==> src/design/air_sensor_frame_parser_top_macros.svh <==
// ---------------------------------------------------------------------------
// Assertion macros for the air sensor frame parser
// Shared shorthand for the concurrent checks in the top level.
// ---------------------------------------------------------------------------
`ifndef AIR_SENSOR_FRAME_PARSER_TOP_MACROS_SVH
`define AIR_SENSOR_FRAME_PARSER_TOP_MACROS_SVH

// Same-cycle implication, disabled while reset is high.
`define ASFP_ASSERT_IMP(label, clk, rst, ante, cons, msg) \
  label: assert property (@(posedge clk) disable iff (rst) (ante) |-> (cons)) \
    else $error(msg);

// Next-cycle implication, disabled while reset is high.
`define ASFP_ASSERT_NXT(label, clk, rst, ante, cons, msg) \
  label: assert property (@(posedge clk) disable iff (rst) (ante) |=> (cons)) \
    else $error(msg);

`endif

==> src/design/asfp_pkg.sv <==
// ---------------------------------------------------------------------------
// Air sensor frame parser package
// Header codes, frame positions, phase encoding and the result record.
// ---------------------------------------------------------------------------
package asfp_pkg;

  localparam logic [7:0] HDR_FIRST  = 8'h3C;
  localparam logic [7:0] HDR_SECOND = 8'h02;
  localparam logic [4:0] LAST_INDEX = 5'd16;
  localparam logic [7:0] TEMP_MASK  = 8'h7F;

  // Frame positions whose bytes are kept.
  localparam logic [4:0] POS_CONC_HI  = 5'd6;
  localparam logic [4:0] POS_CONC_LO  = 5'd7;
  localparam logic [4:0] POS_TEMP_WH  = 5'd12;
  localparam logic [4:0] POS_TEMP_FR  = 5'd13;
  localparam logic [4:0] POS_HUMID_WH = 5'd14;
  localparam logic [4:0] POS_HUMID_FR = 5'd15;

  typedef enum logic [3:0] {
    PH_HUNT_FIRST  = 4'b0001,
    PH_HUNT_SECOND = 4'b0010,
    PH_COLLECT     = 4'b0100,
    PH_FULL        = 4'b1000
  } phase_t;

  typedef struct packed {
    logic [7:0] concentration_high;
    logic [7:0] concentration_low;
    logic [6:0] temperature_whole;
    logic [7:0] temperature_fraction;
    logic [7:0] humidity_whole;
    logic [7:0] humidity_fraction;
  } result_t;

endpackage

==> src/design/asfp_parse.sv <==
// ---------------------------------------------------------------------------
// Frame parser core
// Header hunt, byte counting and capture of the fields of interest.
// ---------------------------------------------------------------------------
module asfp_parse (
  input  logic              clk,
  input  logic              rst,
  input  logic              take,
  input  logic [7:0]        rx_byte,
  output logic              full,
  output logic              fire,
  output asfp_pkg::result_t result
);

  asfp_pkg::phase_t phase;
  asfp_pkg::phase_t phase_next;
  logic [4:0]       byte_count;
  logic [4:0]       byte_count_next;
  logic [4:0]       count_inc;

  logic [7:0] conc_hi;
  logic [7:0] conc_lo;
  logic [7:0] temp_wh;
  logic [7:0] temp_fr;
  logic [7:0] humid_wh;
  logic [7:0] humid_fr;

  assign count_inc = byte_count + 5'd1;
  assign full      = (phase == asfp_pkg::PH_FULL);
  assign fire      = take && full;

  always_comb begin
    phase_next      = phase;
    byte_count_next = byte_count;
    case (phase)
      asfp_pkg::PH_HUNT_FIRST: begin
        if (rx_byte == asfp_pkg::HDR_FIRST) begin
          phase_next      = asfp_pkg::PH_HUNT_SECOND;
          byte_count_next = count_inc;
        end else begin
          byte_count_next = '0;
        end
      end
      asfp_pkg::PH_HUNT_SECOND: begin
        if (rx_byte == asfp_pkg::HDR_SECOND) begin
          phase_next      = asfp_pkg::PH_COLLECT;
          byte_count_next = count_inc;
        end else begin
          phase_next      = asfp_pkg::PH_HUNT_FIRST;
          byte_count_next = '0;
        end
      end
      asfp_pkg::PH_COLLECT: begin
        byte_count_next = count_inc;
        if (count_inc > asfp_pkg::LAST_INDEX) begin
          phase_next = asfp_pkg::PH_FULL;
        end
      end
      asfp_pkg::PH_FULL: begin
        phase_next      = asfp_pkg::PH_HUNT_FIRST;
        byte_count_next = '0;
      end
      default: begin
        phase_next      = asfp_pkg::PH_HUNT_FIRST;
        byte_count_next = '0;
      end
    endcase
  end

  always_ff @(posedge clk) begin
    if (rst) begin
      phase      <= asfp_pkg::PH_HUNT_FIRST;
      byte_count <= '0;
    end else if (take) begin
      phase      <= phase_next;
      byte_count <= byte_count_next;
    end
  end

  // Every kept position is rewritten during a full frame before it is read.
  always_ff @(posedge clk) begin
    if (take && phase == asfp_pkg::PH_COLLECT) begin
      if (byte_count == asfp_pkg::POS_CONC_HI)  conc_hi  <= rx_byte;
      if (byte_count == asfp_pkg::POS_CONC_LO)  conc_lo  <= rx_byte;
      if (byte_count == asfp_pkg::POS_TEMP_WH)  temp_wh  <= rx_byte;
      if (byte_count == asfp_pkg::POS_TEMP_FR)  temp_fr  <= rx_byte;
      if (byte_count == asfp_pkg::POS_HUMID_WH) humid_wh <= rx_byte;
      if (byte_count == asfp_pkg::POS_HUMID_FR) humid_fr <= rx_byte;
    end
  end

  logic [7:0] temp_masked;
  assign temp_masked = temp_wh & asfp_pkg::TEMP_MASK;

  always_comb begin
    result.concentration_high   = conc_hi;
    result.concentration_low    = conc_lo;
    result.temperature_whole    = temp_masked[6:0];
    result.temperature_fraction = temp_fr;
    result.humidity_whole       = humid_wh;
    result.humidity_fraction    = humid_fr;
  end

endmodule

==> src/design/asfp_out.sv <==
// ---------------------------------------------------------------------------
// Result register
// Holds one parsed reading until the downstream side takes it.
// ---------------------------------------------------------------------------
module asfp_out (
  input  logic              clk,
  input  logic              rst,
  input  logic              fire,
  input  asfp_pkg::result_t result,
  input  logic              out_stall,
  output logic              out_valid,
  output asfp_pkg::result_t held
);

  always_ff @(posedge clk) begin
    if (rst) begin
      out_valid <= 1'b0;
    end else if (fire) begin
      out_valid <= 1'b1;
    end else if (!out_stall) begin
      out_valid <= 1'b0;
    end
  end

  always_ff @(posedge clk) begin
    if (fire) begin
      held <= result;
    end
  end

endmodule

==> src/design/air_sensor_frame_parser_top.sv <==
// ---------------------------------------------------------------------------
// Air sensor frame parser, top level
// Finds 0x3C 0x02 framed packets in a received byte stream and reports the
// gas concentration, temperature and humidity fields of each full frame.
// ---------------------------------------------------------------------------
//
//   Channel   Handshake              Payload
//   -------   --------------------   -------------------------------------
//   input     in_valid / in_stall    rx_byte
//   output    out_valid / out_stall  concentration_high, concentration_low,
//                                    temperature_whole, temperature_fraction,
//                                    humidity_whole, humidity_fraction
//
// One input word is taken every cycle while in_stall is low; the parser state
// registers update in the cycle of acceptance, and a reading appears on the
// output in the cycle after the trigger word that follows a full 17-byte frame.
// Reset (rst, synchronous, active high) returns the parser to header hunting
// and empties the result register.
// The input stalls only when the trigger word arrives while an earlier reading
// is still held and stalled at the output; all other words flow on.
// ---------------------------------------------------------------------------
module air_sensor_frame_parser_top (
  input  logic       clk,
  input  logic       rst,
  input  logic       in_valid,
  output logic       in_stall,
  input  logic [7:0] rx_byte,
  output logic       out_valid,
  input  logic       out_stall,
  output logic [7:0] concentration_high,
  output logic [7:0] concentration_low,
  output logic [6:0] temperature_whole,
  output logic [7:0] temperature_fraction,
  output logic [7:0] humidity_whole,
  output logic [7:0] humidity_fraction
);

  `include "air_sensor_frame_parser_top_macros.svh"

  logic              take;
  logic              full;
  logic              fire;
  asfp_pkg::result_t result;
  asfp_pkg::result_t held;

  // A trigger word needs a free result register; other words never wait.
  assign in_stall = full && out_valid && out_stall;
  assign take     = in_valid && !in_stall;

  asfp_parse u_parse (
    .clk     (clk),
    .rst     (rst),
    .take    (take),
    .rx_byte (rx_byte),
    .full    (full),
    .fire    (fire),
    .result  (result)
  );

  asfp_out u_out (
    .clk       (clk),
    .rst       (rst),
    .fire      (fire),
    .result    (result),
    .out_stall (out_stall),
    .out_valid (out_valid),
    .held      (held)
  );

  assign concentration_high   = held.concentration_high;
  assign concentration_low    = held.concentration_low;
  assign temperature_whole    = held.temperature_whole;
  assign temperature_fraction = held.temperature_fraction;
  assign humidity_whole       = held.humidity_whole;
  assign humidity_fraction    = held.humidity_fraction;

  // The input is held back only behind a waiting reading at a full frame.
  `ASFP_ASSERT_IMP(a_stall_cause, clk, rst, in_stall, full && out_valid && out_stall, "input stalled without a waiting reading")
  // A taken trigger word always yields a reading in the next cycle.
  `ASFP_ASSERT_NXT(a_fire_shows, clk, rst, in_valid && !in_stall && full, out_valid, "trigger word produced no reading")
  // A delivered reading is not shown twice unless a new frame completed.
  `ASFP_ASSERT_NXT(a_no_repeat, clk, rst, out_valid && !out_stall && !fire, !out_valid, "reading repeated after delivery")

endmodule
==> config.mk <==
export PLATFORM = sky130hd
export DESIGN_NAME = air_sensor_frame_parser_top
export DESIGN_NICKNAME = d
export VERILOG_FILES = /design/src/design/asfp_pkg.sv /design/src/design/asfp_parse.sv /design/src/design/asfp_out.sv /design/src/design/air_sensor_frame_parser_top.sv
export VERILOG_INCLUDE_DIRS = /design/src /design/src/design
export SDC_FILE = /design/constraint.sdc
export NUM_CORES = 1
export LEC_CHECK = 0
export ABC_AREA = 1
export ABC_CLOCK_PERIOD_IN_PS = 3600
export BUFFER_PORTS_ARGS = -buffer_cell sky130_fd_sc_hd__buf_2
export CAP_MARGIN = 20
export CORE_MARGIN = 5
export CORE_UTILIZATION = 49
export CTS_BUF_LIST = sky130_fd_sc_hd__clkbuf_16
export CTS_CLUSTER_SIZE = 10
export DETAILED_ROUTE_END_ITERATION = 6
export PLACE_DENSITY = 0.79
export SYNTH_ARGS = -nofsm -noshare
export SYNTH_HDL_FRONTEND = slang
export SYNTH_SLANG_ARGS = --single-unit
==> constraint.sdc <==
create_clock -name clk -period 3.6 [get_ports clk]
set_clock_uncertainty 0.05 [all_clocks]
set_input_delay 0.72 -clock clk [delete_from_list [all_inputs] [get_ports clk]]
set_output_delay 0.72 -clock clk [all_outputs]
set_load 0.02 [all_outputs]
==> impl_metrics.xml <==
<?xml version="1.0" encoding="UTF-8"?>
<metrics>
  <group name="yosys">
    <metric name="synth_most_common_cell" unit="">sky130_fd_sc_hd__edfxtp_1</metric>
    <metric name="asyncSetResetFlopFracSynth" unit="%">0</metric>
    <metric name="synth.avg_cell_area" unit="um2">15.8</metric>
    <metric name="yosysSeqAreaShare" unit="%">82.3</metric>
    <metric name="synth_top_family_by_area" unit="">simple AND/OR/NAND/NOR gates</metric>
    <metric name="ys_top_cells_by_area" unit="">sky130_fd_sc_hd__edfxtp_1 (77%), sky130_fd_sc_hd__dfxtp_1 (5.5%), sky130_fd_sc_hd__nand2_1 (3.6%)</metric>
    <metric name="synth_seq_cells" unit="">104</metric>
    <metric name="syn_nets" unit="">250</metric>
    <metric name="synthDistinctLibCells" unit="">22</metric>
    <metric name="post_synth_and_or_nand_nor_area_fraction" unit="%">10.6</metric>
    <metric name="syn-cell-area" unit="um2">3670</metric>
    <metric name="ys_top_cells_by_count" unit="">sky130_fd_sc_hd__edfxtp_1 (94), sky130_fd_sc_hd__nand2_1 (35), sky130_fd_sc_hd__inv_1 (23)</metric>
    <metric name="synthesis.yosys.warnings" unit="">0</metric>
    <metric name="synth_adder_area_share" unit="%">2.04</metric>
    <metric name="ys_dominant_reg_cell" unit="">sky130_fd_sc_hd__edfxtp_1</metric>
    <metric name="synth_enable_flop_cells" unit="">94</metric>
    <metric name="post_synth_mux_area_share" unit="%">0</metric>
    <metric name="synth_compound_area_share" unit="%">1.91</metric>
    <metric name="yosys.area.top_type_share" unit="%">76.9</metric>
    <metric name="synthesis.instances" unit="">232</metric>
    <metric name="synth-xor-area-share" unit="%">0</metric>
    <metric name="synth_area_leader" unit="">sky130_fd_sc_hd__edfxtp_1</metric>
  </group>
  <group name="setup_path">
    <metric name="crit_path_required_time" unit="ps">3500</metric>
    <metric name="arrival" unit="ps">2110</metric>
    <metric name="regToRegSetupSlack" unit="ps">1500</metric>
    <metric name="r2r_start" unit="">u_parse.phase[1]</metric>
    <metric name="crit_type" unit="">primary input to flop</metric>
    <metric name="critical_path_peak_fanout" unit="">8</metric>
    <metric name="worst_r2r_path_depth" unit="">6</metric>
    <metric name="capture_point_of_the_worst_reg_to_reg_path" unit="">u_parse.humid_wh[6]</metric>
    <metric name="worst_setup_path_end_kind" unit="">flop</metric>
    <metric name="setup.worst_path.start_class" unit="">primary input</metric>
  </group>
  <group name="worst_hold_path">
    <metric name="hp-class" unit="">flop to flop</metric>
    <metric name="hold_start" unit="">u_parse.humid_wh[2]</metric>
    <metric name="worstHoldEndpoint" unit="">u_out.held[10]</metric>
    <metric name="hold-path-cell-count" unit="">0</metric>
  </group>
  <group name="global_route">
    <metric name="antenna_found_initial" unit="">0</metric>
    <metric name="aggregate_global_route_resource_usage" unit="%">13.8</metric>
    <metric name="globalRoute.totalOverflow" unit="">0</metric>
    <metric name="grt_first_pass_wirelength" unit="um">9300</metric>
    <metric name="grt_pass1_vias" unit="">1902</metric>
    <metric name="grt_max_degree" unit="">48</metric>
  </group>
  <group name="sta">
    <metric name="timing.fmax" unit="GHz">0.454</metric>
    <metric name="finalSetupViolCount" unit="">0</metric>
    <metric name="timing.final.crit_period" unit="ps">2200</metric>
    <metric name="timing.max_slew.rel_slack" unit="%">28.4</metric>
    <metric name="final.period_utilization" unit="%">61.2</metric>
    <metric name="worst-slew-pin-transition" unit="ps">1070</metric>
    <metric name="rsz_0062_raised_after_global_routing" unit="">false</metric>
    <metric name="final.setup.tns" unit="ps">0</metric>
    <metric name="report.final.slew_viol_count" unit="">0</metric>
    <metric name="final-hold-violation-count" unit="">0</metric>
  </group>
  <group name="run">
    <metric name="maxCapViolCount" unit="">0</metric>
  </group>
  <group name="floorplanning">
    <metric name="design.portCount" unit="">61</metric>
    <metric name="core_area" unit="um2">7290</metric>
    <metric name="fp.dieArea" unit="um2">9320</metric>
    <metric name="die_width" unit="um">96.6</metric>
    <metric name="fp.dieH" unit="um">96.6</metric>
    <metric name="start_util" unit="%">50.3</metric>
    <metric name="number_of_rows_in_the_core_area" unit="">31</metric>
  </group>
  <group name="clock_network">
    <metric name="htreeDepth" unit="">3</metric>
    <metric name="clk_latency" unit="ps">340</metric>
    <metric name="clock_tree_root" unit="">sky130_fd_sc_hd__clkbuf_16</metric>
    <metric name="clock_tree.buffer_depth" unit="">2</metric>
    <metric name="cts.hold.buffers_added" unit="">0</metric>
    <metric name="cts_buffers" unit="">9</metric>
    <metric name="clock_sinks" unit="">104</metric>
    <metric name="cts_tree" unit="">yes</metric>
    <metric name="postCtsResizedCells" unit="">0</metric>
    <metric name="post_cts.repair.setup_buffers" unit="">0</metric>
    <metric name="clkSlewWorstSetupHoldPaths" unit="ps">70</metric>
  </group>
  <group name="power">
    <metric name="finalPower" unit="mW">2.66</metric>
    <metric name="worst_ir_drop_vdd" unit="uV">528</metric>
    <metric name="power.static_leakage" unit="nW">1.67</metric>
    <metric name="power_density_cells" unit="nW/um2">599</metric>
  </group>
  <group name="drt">
    <metric name="post_drt_via_cell_ratio" unit="">4.83</metric>
    <metric name="drt_first_pass_iters" unit="">4</metric>
    <metric name="finalWirelength" unit="um">5930</metric>
    <metric name="route.detailed.wl_per_inst" unit="um">14.4</metric>
    <metric name="residual_antenna_violating_net_count_after_detailed_routing" unit="">0</metric>
    <metric name="dr.first_iter.drc_count" unit="">77</metric>
    <metric name="dr_total_vias" unit="">1984</metric>
    <metric name="drc_errors" unit="">0</metric>
  </group>
  <group name="placed_design">
    <metric name="hpwlAfterDp" unit="um">4190</metric>
    <metric name="postPlaceCellArea" unit="um2">4140</metric>
    <metric name="gp_routability_congestion" unit="">0.833</metric>
    <metric name="placed_cells" unit="">395</metric>
    <metric name="place.port_buffers" unit="">60</metric>
  </group>
  <group name="layout">
    <metric name="drive_gt1_share" unit="%">33.7</metric>
    <metric name="final_layout_net_count" unit="">325</metric>
    <metric name="num_antenna_cells" unit="">0</metric>
    <metric name="post_layout_nonfiller_instances" unit="">411</metric>
    <metric name="layout.cell_area.non_filler" unit="um2">4440</metric>
    <metric name="area_growth_syn_to_layout" unit="%">21.0</metric>
  </group>
  <group name="outcome">
    <metric name="status" unit="">complete, no violations</metric>
  </group>
</metrics>
==> layout make-up <==
| type | instances | area [um2] |
|---|---|---|
| clock buffer | 9 | 225 |
| clock inverter | 7 | 78.8 |
| fill | 566 | 2850 |
| inverter | 30 | 113 |
| multi-input combinational | 98 | 548 |
| sequential | 104 | 3020 |
| tap | 99 | 124 |
| timing repair buffer | 64 | 330 |
==> per-stage QoR <==
stage	hold WS, ps	setup WS, ps	utilization [%]
global route	379	1290	60.9
CTS	370	1370	60.9
floorplan	350	1100	-
detailed placement	355	1030	56.7
global placement	352	1180	56.7
finish	369	1400	60.9
==> critical path, stage by stage <==
cell and delay (ps):
sky130_fd_sc_hd__buf_2 90, sky130_fd_sc_hd__nand2_1 70, sky130_fd_sc_hd__inv_1 50, sky130_fd_sc_hd__nand3_2 90, sky130_fd_sc_hd__nand2_4 100, sky130_fd_sc_hd__inv_2 80, sky130_fd_sc_hd__nand2_2 90, sky130_fd_sc_hd__nor4_2 810
==> worst max-delay path by stage <==
stage          startpoint                  end  slack, ps
2_1_floorplan   out_stall        u_out.held[0]       1100
6_report        out_stall  u_parse.humid_wh[6]       1400
4_1_cts         out_stall  u_parse.humid_wh[6]       1370
3_3_place_gp    out_stall       u_out.held[42]       1180
5_1_grt         out_stall  u_parse.humid_wh[5]       1290
3_5_place_dp    out_stall  u_parse.humid_wh[6]       1030
==> cells in the final DEF, fill, tap and decap left out, types with 2 or more instances in the layout <==
master | synthesis | final
sky130_fd_sc_hd__clkbuf_16 | 0 | 9
sky130_fd_sc_hd__nor4_2 | 0 | 2
sky130_fd_sc_hd__dfxtp_1 | 10 | 10
sky130_fd_sc_hd__nand3_1 | 12 | 12
sky130_fd_sc_hd__nand2_2 | 6 | 6
sky130_fd_sc_hd__nand3_2 | 2 | 2
sky130_fd_sc_hd__inv_6 | 0 | 2
sky130_fd_sc_hd__a21oi_1 | 8 | 8
sky130_fd_sc_hd__buf_4 | 0 | 4
sky130_fd_sc_hd__nor3_1 | 3 | 3
sky130_fd_sc_hd__inv_1 | 23 | 23
sky130_fd_sc_hd__ha_1 | 6 | 6
sky130_fd_sc_hd__nand2_1 | 35 | 35
sky130_fd_sc_hd__nor2_1 | 11 | 11
sky130_fd_sc_hd__edfxtp_1 | 94 | 94
sky130_fd_sc_hd__inv_2 | 5 | 6
sky130_fd_sc_hd__nor2_2 | 6 | 6
sky130_fd_sc_hd__buf_2 | 0 | 60
sky130_fd_sc_hd__clkinv_1 | 2 | 2
==> flip-flops by register name (all words and copies together) (netlist names) <==
signal,flops
u_parse.humid_wh,8
u_parse.humid_fr,8
u_parse.temp_fr,8
u_parse.conc_lo,8
u_out.held,47
u_out.out_valid,1
u_parse.conc_hi,8
u_parse.phase,4
u_parse.temp_wh,7
u_parse.byte_count,5
==> where the power goes <==
group / switching (mW) / internal, mW / total, mW
Sequential: 0.0306 / 1.35 / 1.38
Combinational: 0.211 / 0.108 / 0.319
Clock: 0.414 / 0.547 / 0.961
Total: 0.656 / 2.00 / 2.66
==> per-layer routing <==
| layer | track usage [%] | vias up | wire length, um |
|---|---|---|---|
| met5 | 0 | - | 0 |
| met3 | 4.18 | 14 | 367 |
| met2 | 22.8 | 59 | 2970 |
| met1 | 17.0 | 951 | 2460 |
| met4 | 5.49 | 0 | 133 |
| li1 | - | 960 | - |
==> logic make-up after synthesis <==
family	after synthesis
AOI/OAI and AO/OA	11
DFF	104
buffers and inverters	30
and+or+nand+nor	81
adders and majority gates	6
Power figures use the tool's default switching activity.
